File: config.mk
export PLATFORM = sky130hd
export DESIGN_NAME = overwrite_ring_buffer
export DESIGN_NICKNAME = d
export VERILOG_FILES = /design/src/design/orb_pkg.sv /design/src/design/overwrite_ring_buffer.sv /design/src/design/orb_ram.sv /design/src/design/orb_ctrl.sv /design/src/design/orb_dp.sv
export SDC_FILE = /design/constraint.sdc
export NUM_CORES = 1
export LEC_CHECK = 0
export ABC_AREA = 1
export BUFFER_PORTS_ARGS = -buffer_cell sky130_fd_sc_hd__buf_4
export CELL_PAD_IN_SITES_DETAIL_PLACEMENT = 2
export CELL_PAD_IN_SITES_GLOBAL_PLACEMENT = 2
export CORE_ASPECT_RATIO = 1.1
export CORE_MARGIN = 2
export CORE_UTILIZATION = 45
export DETAILED_ROUTE_END_ITERATION = 8
export PLACE_DENSITY_LB_ADDON = 0.1
export SYNTH_ARGS = -nofsm -noshare
export SYNTH_HDL_FRONTEND = slang
export SYNTH_SLANG_ARGS = --single-unit
File: constraint.sdc
create_clock -name clk -period 6.58 [get_ports clk]
set_input_delay 1.974 -clock clk [delete_from_list [all_inputs] [get_ports clk]]
set_output_delay 1.974 -clock clk [all_outputs]
set_load 0.005 [all_outputs]
File: src/design/orb_pkg.sv
`timescale 1ns / 1ps
// ----------------------------------------------------------------------------
// orb_pkg
// Shared types, constants and helpers for the overwrite ring buffer.
// ----------------------------------------------------------------------------
package orb_pkg;

	localparam int DEPTH = 64;
	localparam int PTR_W = $clog2(DEPTH);
	localparam int CNT_W = $clog2(DEPTH + 1);
	localparam int BYTE_W = 8;
	localparam int REQ_W = 7;
	localparam int LVL_W = 7;

	typedef enum logic [1:0] {
		OP_PUT       = 2'd0,
		OP_GET       = 2'd1,
		OP_BLOCK_GET = 2'd2,
		OP_CLEAR     = 2'd3
	} opcode_t;

	typedef struct packed {
		opcode_t             opcode;
		logic [BYTE_W-1:0]   data_byte;
		logic [REQ_W-1:0]    max_count;
	} cmd_t;

	typedef struct packed {
		logic [BYTE_W-1:0]   read_byte;
		logic                byte_valid;
		logic                last;
		logic [LVL_W-1:0]    fill_level;
	} res_t;

	typedef enum logic {
		ST_IDLE = 1'b0,
		ST_POP  = 1'b1
	} state_t;

	typedef struct packed {
		logic accept;
		logic put;
		logic clear;
		logic emit;
		logic load_one;
		logic load_n;
		logic pop;
	} ctrl_cmd_t;

	typedef struct packed {
		logic empty;
		logic block_zero;
		logic last_pop;
	} dp_status_t;

	function automatic logic [PTR_W-1:0] ptr_next(input logic [PTR_W-1:0] p);
		ptr_next = (p == PTR_W'(DEPTH - 1)) ? '0 : p + 1'b1;
	endfunction

endpackage

File: src/design/overwrite_ring_buffer.sv
`timescale 1ns / 1ps
// ----------------------------------------------------------------------------
// overwrite_ring_buffer
// Byte FIFO in a circular store that drops the oldest byte when full.
// ----------------------------------------------------------------------------
// A word is taken when start is high and busy is low. Put, clear, a get on an
// empty store and a block get that pops nothing each give one result on the
// cycle after the word. A get or block get that pops n bytes holds busy high
// while it pops them, one store read per cycle, and the bytes follow one per
// cycle, each in the cycle after its read. Results are shown for exactly one
// cycle with res_valid high and must be taken then, since the receiver cannot
// stall the block.
module overwrite_ring_buffer import orb_pkg::*; (
	input  logic clk,
	input  logic arst_n,
	input  logic start,
	input  cmd_t cmd,
	output logic busy,
	output logic res_valid,
	output res_t res
);

	ctrl_cmd_t  ctl;
	dp_status_t sts;

	orb_ctrl u_ctrl (
		.clk    (clk),
		.arst_n (arst_n),
		.start  (start),
		.cmd    (cmd),
		.sts    (sts),
		.ctl    (ctl),
		.busy   (busy)
	);

	orb_dp u_dp (
		.clk       (clk),
		.arst_n    (arst_n),
		.cmd       (cmd),
		.ctl       (ctl),
		.sts       (sts),
		.res_valid (res_valid),
		.res       (res)
	);

	a_pop_gives_byte: assert property (@(posedge clk) disable iff (!arst_n)
		ctl.pop |=> (res_valid && res.byte_valid))
		else $error("pop did not produce a byte result");

	a_accept_progress: assert property (@(posedge clk) disable iff (!arst_n)
		ctl.accept |=> (res_valid || busy))
		else $error("accepted word produced neither a result nor a pop run");

	a_level_range: assert property (@(posedge clk) disable iff (!arst_n)
		res_valid |-> (res.fill_level <= LVL_W'(DEPTH)))
		else $error("fill level above depth");

	a_plain_is_last: assert property (@(posedge clk) disable iff (!arst_n)
		(res_valid && !res.byte_valid) |-> (res.last && res.read_byte == '0))
		else $error("non-byte result not marked last or not zero");

endmodule

File: src/design/orb_ram.sv
`timescale 1ns / 1ps
// ----------------------------------------------------------------------------
// orb_ram
// Generic single write port, single read port RAM with registered read.
// ----------------------------------------------------------------------------
module orb_ram #(
	parameter int WIDTH = 8,
	parameter int DEPTH = 64
) (
	input  logic                     clk,
	input  logic                     we,
	input  logic [$clog2(DEPTH)-1:0] waddr,
	input  logic [WIDTH-1:0]         wdata,
	input  logic                     re,
	input  logic [$clog2(DEPTH)-1:0] raddr,
	output logic [WIDTH-1:0]         rdata
);

	logic [WIDTH-1:0] mem_q [DEPTH];
	logic [WIDTH-1:0] rdata_q;

	always_ff @(posedge clk) begin
		if (we) begin
			mem_q[waddr] <= wdata;
		end
		if (re) begin
			rdata_q <= mem_q[raddr];
		end
	end

	assign rdata = rdata_q;

endmodule

File: src/design/orb_ctrl.sv
`timescale 1ns / 1ps
// ----------------------------------------------------------------------------
// orb_ctrl
// Controller: accepts words and sequences the pops of a get or block get.
// ----------------------------------------------------------------------------
module orb_ctrl import orb_pkg::*; (
	input  logic       clk,
	input  logic       arst_n,
	input  logic       start,
	input  cmd_t       cmd,
	input  dp_status_t sts,
	output ctrl_cmd_t  ctl,
	output logic       busy
);

	state_t state_q;
	state_t state_d;

	always_comb begin
		ctl = '0;
		case (state_q)
			ST_IDLE: begin
				if (start) begin
					ctl.accept = 1'b1;
					case (cmd.opcode)
						OP_PUT: begin
							ctl.put = 1'b1;
						end
						OP_GET: begin
							if (sts.empty) begin
								ctl.emit = 1'b1;
							end else begin
								ctl.load_one = 1'b1;
							end
						end
						OP_BLOCK_GET: begin
							if (sts.block_zero) begin
								ctl.emit = 1'b1;
							end else begin
								ctl.load_n = 1'b1;
							end
						end
						OP_CLEAR: begin
							ctl.clear = 1'b1;
						end
						default: begin
							ctl.emit = 1'b1;
						end
					endcase
				end
			end
			ST_POP: begin
				ctl.pop = 1'b1;
			end
			default: begin
				ctl = '0;
			end
		endcase
	end

	always_comb begin
		state_d = state_q;
		case (state_q)
			ST_IDLE: begin
				if (ctl.load_one || ctl.load_n) begin
					state_d = ST_POP;
				end
			end
			ST_POP: begin
				if (sts.last_pop) begin
					state_d = ST_IDLE;
				end
			end
			default: begin
				state_d = ST_IDLE;
			end
		endcase
	end

	always_ff @(posedge clk or negedge arst_n) begin
		if (!arst_n) begin
			state_q <= ST_IDLE;
		end else begin
			state_q <= state_d;
		end
	end

	assign busy = (state_q == ST_POP);

endmodule

File: src/design/orb_dp.sv
`timescale 1ns / 1ps
// ----------------------------------------------------------------------------
// orb_dp
// Datapath: byte store, pointers, fill count, pop counter and result stage.
// ----------------------------------------------------------------------------
module orb_dp import orb_pkg::*; (
	input  logic       clk,
	input  logic       arst_n,
	input  cmd_t       cmd,
	input  ctrl_cmd_t  ctl,
	output dp_status_t sts,
	output logic       res_valid,
	output res_t       res
);

	logic [PTR_W-1:0]  rd_ptr_q;
	logic [PTR_W-1:0]  wr_ptr_q;
	logic [CNT_W-1:0]  fill_q;
	logic [CNT_W-1:0]  remain_q;
	logic              out_valid_s1;
	logic              out_byte_s1;
	logic              out_last_s1;
	logic [CNT_W-1:0]  out_fill_s1;
	logic [BYTE_W-1:0] ram_rdata;
	logic              full;
	logic [CNT_W-1:0]  block_n;
	logic [CNT_W-1:0]  put_fill;

	assign full = (fill_q == CNT_W'(DEPTH));
	assign put_fill = full ? fill_q : fill_q + 1'b1;
	assign block_n = ({{CNT_W{1'b0}}, cmd.max_count} > {{REQ_W{1'b0}}, fill_q}) ?
		fill_q : CNT_W'(cmd.max_count);

	assign sts.empty = (fill_q == '0);
	assign sts.block_zero = (block_n == '0);
	assign sts.last_pop = (remain_q == CNT_W'(1));

	orb_ram #(
		.WIDTH(BYTE_W),
		.DEPTH(DEPTH)
	) u_store (
		.clk   (clk),
		.we    (ctl.put),
		.waddr (wr_ptr_q),
		.wdata (cmd.data_byte),
		.re    (ctl.pop),
		.raddr (rd_ptr_q),
		.rdata (ram_rdata)
	);

	always_ff @(posedge clk or negedge arst_n) begin
		if (!arst_n) begin
			rd_ptr_q <= '0;
			wr_ptr_q <= '0;
			fill_q <= '0;
			remain_q <= '0;
		end else begin
			if (ctl.put) begin
				wr_ptr_q <= ptr_next(wr_ptr_q);
				fill_q <= put_fill;
				if (full) begin
					rd_ptr_q <= ptr_next(rd_ptr_q);
				end
			end else if (ctl.clear) begin
				rd_ptr_q <= '0;
				wr_ptr_q <= '0;
				fill_q <= '0;
			end else if (ctl.pop) begin
				rd_ptr_q <= ptr_next(rd_ptr_q);
				fill_q <= fill_q - 1'b1;
			end
			if (ctl.load_one) begin
				remain_q <= CNT_W'(1);
			end else if (ctl.load_n) begin
				remain_q <= block_n;
			end else if (ctl.pop) begin
				remain_q <= remain_q - 1'b1;
			end
		end
	end

	always_ff @(posedge clk or negedge arst_n) begin
		if (!arst_n) begin
			out_valid_s1 <= 1'b0;
		end else begin
			out_valid_s1 <= ctl.put || ctl.clear || ctl.emit || ctl.pop;
		end
	end

	always_ff @(posedge clk) begin
		out_byte_s1 <= ctl.pop;
		out_last_s1 <= !ctl.pop || (remain_q == CNT_W'(1));
		if (ctl.put) begin
			out_fill_s1 <= put_fill;
		end else if (ctl.clear) begin
			out_fill_s1 <= '0;
		end else if (ctl.pop) begin
			out_fill_s1 <= fill_q - 1'b1;
		end else begin
			out_fill_s1 <= fill_q;
		end
	end

	assign res_valid = out_valid_s1;
	assign res.read_byte = out_byte_s1 ? ram_rdata : '0;
	assign res.byte_valid = out_byte_s1;
	assign res.last = out_last_s1;
	assign res.fill_level = LVL_W'(out_fill_s1);

endmodule

==> results of run 1 <==
==> cells in the final DEF (no fill, tap or decap), types with 25 or more instances in the layout <==
cell type	instances
clkbuf_16	59
o211ai_1	28
o22ai_1	141
nand3_1	25
nor2_1	392
dfrtp_1	25
buf_4	55
inv_1	55
o21ai_0	322
nand2_1	99
edfxtp_1	520
==> final cells by class <==
| cell class | count | area, sq um | share of cell area [%] |
|---|---|---|---|
| multi-input cells | 1135 | 5740 | 22.3 |
| inverters | 61 | 235 | 0.915 |
| repair buffers | 56 | 433 | 1.68 |
| clock inverters | 43 | 444 | 1.73 |
| well taps | 660 | 826 | 3.21 |
| clock buffers | 65 | 1530 | 5.95 |
| flip-flops and latches | 557 | 16500 | 64.2 |
==> power groups by stage <==
stage | registers, mW | logic [mW] | clock network [mW]
6_report | 4.34 | 3.91 | 3.44
5_1_grt | 4.37 | 4.24 | 3.59
4_1_cts | 4.34 | 3.89 | 3.48
3_5_place_dp | 4.40 | 3.80 | 0
3_3_place_gp | 4.38 | 3.62 | 0
2_1_floorplan | 4.20 | 2.44 | 0
==> layer usage <==
layer	wire (microns)	part of all wire (%)	vias up
met5	43	0.055	-
met4	2980	3.8	6
met3	4190	5.4	189
met2	39000	50	507
met1	32100	41	8270
li1	-	-	6851
==> per-stage QoR <==
step	setup slack (ns)	total power, mW	util [%]
2_1_floorplan	2.94	6.64	-
3_3_place_gp	1.76	8.00	47.2
3_5_place_dp	1.61	8.20	47.2
4_1_cts	2.20	11.7	51.2
5_1_grt	2.07	12.2	51.2
6_report	2.15	11.7	51.2
==> cell families after synthesis <==
logic type                 synth area share [%]
and+or+nand+nor                            10.4
xor gates and xnor gates                  0.458
AOI/OAI and AO/OA                          13.1
DFF                                        71.8
buffers and inverters                      3.20
adders and majority gates                 0.980
==> final timing paths <==
path	endpoint	depth (start not counted)
max in group asynchronous	u_dp.rd_ptr_q[0]	1
min in group asynchronous	u_dp.rd_ptr_q[3]	1
worst max register to register	u_dp.u_store.rdata[2]	8
worst min register to register	u_dp.remain_q[6]	2
worst min-delay path	u_dp.remain_q[6]	2
worst max-delay path	u_dp.u_store.mem_q[1][6]	7
==> flip-flops by register name, indices dropped and copies added, names as in the netlist <==
register	cells
u_dp.res_valid	1
u_dp.fill_q	7
u_dp.wr_ptr_q	6
u_dp.out_fill_s1	7
u_dp.out_byte_s1	1
u_ctrl.busy	1
u_dp.rd_ptr_q	6
u_dp.out_last_s1	1
u_dp.u_store.mem_q	512
u_dp.u_store.rdata	8
u_dp.remain_q	7
==> worst reg2reg max path, delay by kind of cell (launching register included) <==
kind | cells | cell delay (ns)
AO/OA/AOI/OAI | 5 | 1.10
buffers and inverters | 2 | 1.85
flip-flops | 1 | 0.71
AND/OR/NAND/NOR | 1 | 0.15
==> metrics.log, run 1 <==
[metrics] kind of cell with the highest combined delay on the critical path: simple AND/OR/NAND/NOR gates
[metrics] proportion of layout cells with a drive suffix above 1: 9.34%
[metrics] Peak Freq: 0.226 GHz
[metrics] buffer levels on the longest clock path: 3
[metrics] Inserted Clock Buffers: 57
[metrics] number of buffer and inverter instances along the worst setup path: 3
[metrics] instance count of the mapped netlist: 1,869
[metrics] fraction of power consumed by sequential logic: 37.1%
[metrics] summed negative setup slack over all endpoints: 0 ns
[metrics] count of flip-flops with a built-in enable after synthesis: 520
[metrics] CTS tree: yes
[metrics] source-to-sink clock delay at the later pin of the worst-skew pair: 0.64 ns
[metrics] nets@finish: 1,906
[metrics] hold violation count in the final report: 0
[metrics] power density normalized to cell area: 455 nW/um^2
[metrics] maximum ir drop on the vdd rail: 0.260 mV
[metrics] worst r2r src: u_dp.rd_ptr_q[1]
[metrics] critical path endpoint category: flop
[metrics] CP max-delay cell: nor2_1
[metrics] launch point of the worst path: cmd[15]
[metrics] critical path's largest stage delay: 1.01 ns
[metrics] distinct cell type count of the synthesized netlist: 45
[metrics] routed length per placed instance: 30.4 microns
[metrics] Die Area: 52,900 sq um
[metrics] Initial Util: 45.7%
[metrics] violation count after the first detailed-routing iteration: 1,526
[metrics] width of the die: 219 microns
[metrics] Max Cap Violations: 0
[metrics] dominant synthesized flop cell: edfxtp_1
[metrics] min-delay worst type: flop to flop
[metrics] quantity of hold-fixing buffers added after cts: 0
[metrics] final setup fails: 0
[metrics] most numerous cell on the critical path: inv_1
[metrics] post-synth top area cell: edfxtp_1
[metrics] vias in the first global route: 17,300
[metrics] number of detailed-route iterations in the first pass: 5
[metrics] synthesized area: 23,000 sq um
[metrics] RSZ-0062 raised after global routing: no
[metrics] Core ar.: 50,300 sq um
[metrics] total global-route track usage: 30.2%
[metrics] worst hold slack across all endpoints: 0.566 ns
[metrics] status: completed
[metrics] setup slack, reg-to-reg: 2.52 ns
[metrics] total of cells resized after clock tree synthesis: 0
[metrics] most frequent cells after synthesis: edfxtp_1, nor2_1, o21ai_0, o22ai_1, nand2_1
[metrics] async set-or-reset flop fraction in the synthesized netlist: 5.03%
[metrics] number of nets still failing antenna checks after routing: 0
[metrics] first-pass GRT wire length: 116,000 microns
[metrics] synthesis-to-finish area growth: 11.9%
[metrics] leakage component of the power: 8.55 nW
[metrics] fraction of synthesized cell area taken by the top area cell type: 68.0%
[metrics] net count of the mapped netlist: 1,907
[metrics] # IOs: 39
[metrics] peak fanout along the critical path: 16
[metrics] row cnt: 86
[metrics] number of sinks on the clock net: 557
[metrics] WL final: 78,300 microns
[metrics] Clock transition at path regs: 0.06 ns
[metrics] cells taking the most area after synthesis: edfxtp_1, o21ai_0, nor2_1
[metrics] slew at the pin closest to its max-slew limit: 1.26 ns
[metrics] count of inserted antenna diode cells: 0
[metrics] via count: 15,800
[metrics] Comb power frac: 33.5%
[metrics] most numerous cell in the Yosys netlist: edfxtp_1
[metrics] Final Cycle Share: 67.3%
[metrics] HPWL reported at the end of detailed placement: 47,200 microns
[metrics] Synth Warn #: 0
[metrics] number of max-slew violations in the final report: 0
[metrics] most utilized layer in the global route result: met2
[metrics] internal power component: 7.15 mW
[metrics] Port-buffer cells: 38
[metrics] H-tree lvl count: 2
[metrics] required time at the worst-slack endpoint: 6.83 ns
[metrics] fraction of met2 tracks used by global routing: 51.7%
[metrics] post-CTS repair timing setup buffer count: 0
[metrics] share of power burned in the clock network: 29.4%
[metrics] mean instance size in the synthesized netlist: 12.3 sq um
[metrics] routing usage on met1: 38.7%
[metrics] proportion of synthesized chip area in sequential cells: 71.8%
[metrics] global-route congestion overflow total: 0
[metrics] cell area after layout: 25,700 sq um
[metrics] chip height: 241 microns
[metrics] sequence of cells on the critical path: buf_4 -> inv_1 -> ha_1 -> inv_1 -> nor2_4 -> nand4_1 -> nor2_1
[metrics] signal arrival time at the worst endpoint: 4.68 ns
[metrics] startpoint of the lowest-slack hold path: u_dp.remain_q[6]
[metrics] minimum period implied by the final worst setup slack: 4.43 ns
[metrics] number of antenna violations at the first check in global routing: 3
[metrics] fraction of power spent switching nets: 38.9%
[metrics] remaining design rule violation count: 0
[metrics] Placed Area: 23,700 sq um
[metrics] post-placement cell count: 2,469
[metrics] largest net degree at the start of global routing: 113
[metrics] fillcell total: 4,831
[metrics] number of synthesized register bits: 557
[metrics] worst-case headroom to the max-slew limit: 15.7%
[metrics] final setup skew: 0.0311 ns
[metrics] clock root buffer master: clkbuf_16
[metrics] routability-driven placement congestion ratio: 0.841
[metrics] average via count per standard cell: 6.14
[metrics] Psw: 4.54 mW
[metrics] count of placed standard cells in the final layout, fillers left out: 2,577
[metrics] met3 Track Usage GR: 5.08%
[metrics] crit start category: input pin
[metrics] critical setup path kind: input pin to flop
Power figures use the tool's default switching activity.
==> run 2, diff against run 1 <==
CORE_UTILIZATION = 44   (was 45)
clock period = 4.2 ns   (was 6.58 ns; I/O delays follow)
==> metrics.log, run 2 (same netlist as run 1, synthesis figures left out) <==
[metrics] status: completed
[metrics] chip height: 244 microns
[metrics] number of detailed-route iterations in the first pass: 4
[metrics] Placement Setup Slack: 0.765 ns
[metrics] routed length per placed instance: 29.1 microns
[metrics] signal arrival time at the worst endpoint: 3.72 ns
[metrics] critical path's largest stage delay: 0.69 ns
[metrics] most numerous cell on the critical path: o21ai_0
[metrics] Initial Util: 44.7%
[metrics] HPWL reported at the end of detailed placement: 45,100 microns
[metrics] quantity of hold-fixing buffers added after cts: 0
[metrics] number of sinks on the clock net: 557
[metrics] source-to-sink clock delay at the later pin of the worst-skew pair: 0.63 ns
[metrics] slew at the pin closest to its max-slew limit: 1.04 ns
[metrics] Die Area: 54,100 sq um
[metrics] most common cell after layout, fill and taps aside: edfxtp_1
[metrics] count of inserted antenna diode cells: 0
[metrics] total of cells resized after clock tree synthesis: 0
[metrics] global-route congestion overflow total: 0
[metrics] met3 routed WL: 3210 microns
[metrics] fillcell total: 4,972
[metrics] worst-case headroom to the max-slew limit: 30.8%
[metrics] CTS tree: yes
[metrics] required time at the worst-slack endpoint: 4.68 ns
[metrics] CP max-delay cell: dfrtp_4
[metrics] average via count per standard cell: 6.06
[metrics] crit start category: flop
[metrics] minimum period implied by the final worst setup slack: 3.23 ns
[metrics] sequence of cells on the critical path: inv_6 -> buf_12 -> o21ai_0 -> o22ai_1 -> o21ai_0 -> o221ai_1 -> nand3_1 -> nand2_1
[metrics] first-pass GRT wire length: 116,000 microns
[metrics] power density normalized to cell area: 689 nW/um^2
[metrics] worst r2r path cells: 8
[metrics] Max Cap Violations: 0
[metrics] met2 WL post-DR: 39,000 microns
[metrics] Min-Delay Endpoint: u_dp.remain_q[6]
[metrics] wire length on met1: 32,200 microns
[metrics] synthesis-to-finish area growth: 13.6%
[metrics] summed negative setup slack over all endpoints: 0 ns
[metrics] Final Cycle Share: 77.0%
[metrics] H-tree lvl count: 2
[metrics] RSZ-0062 raised after global routing: no
[metrics] critical path endpoint category: flop
[metrics] number of nets still failing antenna checks after routing: 0
[metrics] post-CTS repair timing setup buffer count: 0
[metrics] Inserted Clock Buffers: 57
[metrics] worst r2r src: u_dp.rd_ptr_q[0]
[metrics] hold path cells: 2
[metrics] leakage component of the power: 8.85 nW
[metrics] Clock transition at path regs: 0.06 ns
[metrics] violation count after the first detailed-routing iteration: 1,241
[metrics] buffer levels on the longest clock path: 3
[metrics] setup slack, reg-to-reg: 0.97 ns
[metrics] peak fanout along the critical path: 103
[metrics] # IOs: 39
[metrics] WL final: 77,100 microns
[metrics] largest net degree at the start of global routing: 130
[metrics] number of antenna violations at the first check in global routing: 0
[metrics] min-delay worst type: flop to flop
[metrics] Biggest register: u_dp.u_store.mem_q
[metrics] remaining design rule violation count: 0
[metrics] clock root buffer master: clkbuf_16
[metrics] proportion of layout cells with a drive suffix above 1: 11.8%
[metrics] crit path setup slack, layout: 0.966 ns
[metrics] Core ar.: 51,400 sq um
[metrics] Port-buffer cells: 38
[metrics] final setup skew: 0.0186 ns
[metrics] max FFs per register: 512
[metrics] width of the die: 222 microns
[metrics] row cnt: 87
[metrics] startpoint of the lowest-slack hold path: u_dp.remain_q[6]
[metrics] routability-driven placement congestion ratio: 0.808
[metrics] Peak Freq: 0.309 GHz
[metrics] final setup fails: 0
[metrics] maximum ir drop on the vdd rail: 0.366 mV
[metrics] vias in the first global route: 17,700
[metrics] Top Metal Used: met4
[metrics] critical setup path kind: flop to flop
[metrics] number of max-slew violations in the final report: 0
[metrics] endpoint of the lowest-slack register-to-register path: u_dp.u_store.rdata[1]
[metrics] total global-route track usage: 28.8%
[metrics] hold violation count in the final report: 0
[metrics] top library cells by usage in the layout, fill and taps aside: edfxtp_1, nor2_1, o21ai_0
[metrics] via count: 16,000
[metrics] nets@finish: 1,972
[run 2: worst max-delay path by stage]
| stage | startpoint | to | cells after the start |
|---|---|---|---|
| final | u_dp.rd_ptr_q[0] | u_dp.u_store.rdata[1] | 8 |
| after global routing | u_dp.rd_ptr_q[0] | u_dp.u_store.rdata[1] | 8 |
| after CTS | u_dp.rd_ptr_q[0] | u_dp.u_store.rdata[1] | 8 |
| after detailed placement | cmd[15] | u_dp.u_store.mem_q[39][5] | 8 |
| after global placement | cmd[15] | u_dp.u_store.mem_q[39][3] | 8 |
| after floorplan | cmd[15] | u_dp.u_store.mem_q[0][0] | 7 |
[run 2: stage by stage]
stage / util (%) / power [mW] / instances / hold slack, ns / instance area, sq um
CTS: 50.8 / 18.1 / 2649 / 0.550 / 26100
finish: 50.8 / 18.0 / 2649 / 0.546 / 26100
global placement: 47.3 / 12.6 / 2542 / 0.520 / 24300
global route: 50.8 / 18.8 / 2649 / 0.571 / 26100
floorplan: - / 10.4 / 1869 / 0.496 / 23000
detailed placement: 47.3 / 12.9 / 2542 / 0.534 / 24300
[run 2: report_power, final]
part           switching [mW]  leakage (nW)  internal [mW]
sequential              0.345          5.09           6.33
combinational            4.49          2.85           1.77
clock                    2.21         0.904           2.85
total                    7.04          8.85           11.0
[run 2: layout make-up]
type | count | area, sq um | share of cell area [%]
clock buffers | 70 | 1510 | 5.77
well taps | 667 | 835 | 3.20
multi-input cells | 1135 | 5740 | 22.0
flip-flops and latches | 557 | 16500 | 63.2
inverters | 61 | 235 | 0.901
repair buffers | 122 | 966 | 3.70
clock inverters | 37 | 318 | 1.22
[run 2: per-layer routing]
layer / up-vias / GRT usage [%]
li1: 6983 / -
met1: 8452 / 37.0
met2: 471 / 50.6
met3: 143 / 3.23
met4: 0 / 10.3
met5: - / 0
[run 2: critical path, delay by kind of cell, from the launching register on]
family / cells / cell delay [ns]
AO/OA/AOI/OAI: 4 / 1.07
buffers and inverters: 2 / 1.03
flip-flops: 1 / 0.69
AND/OR/NAND/NOR: 2 / 0.22
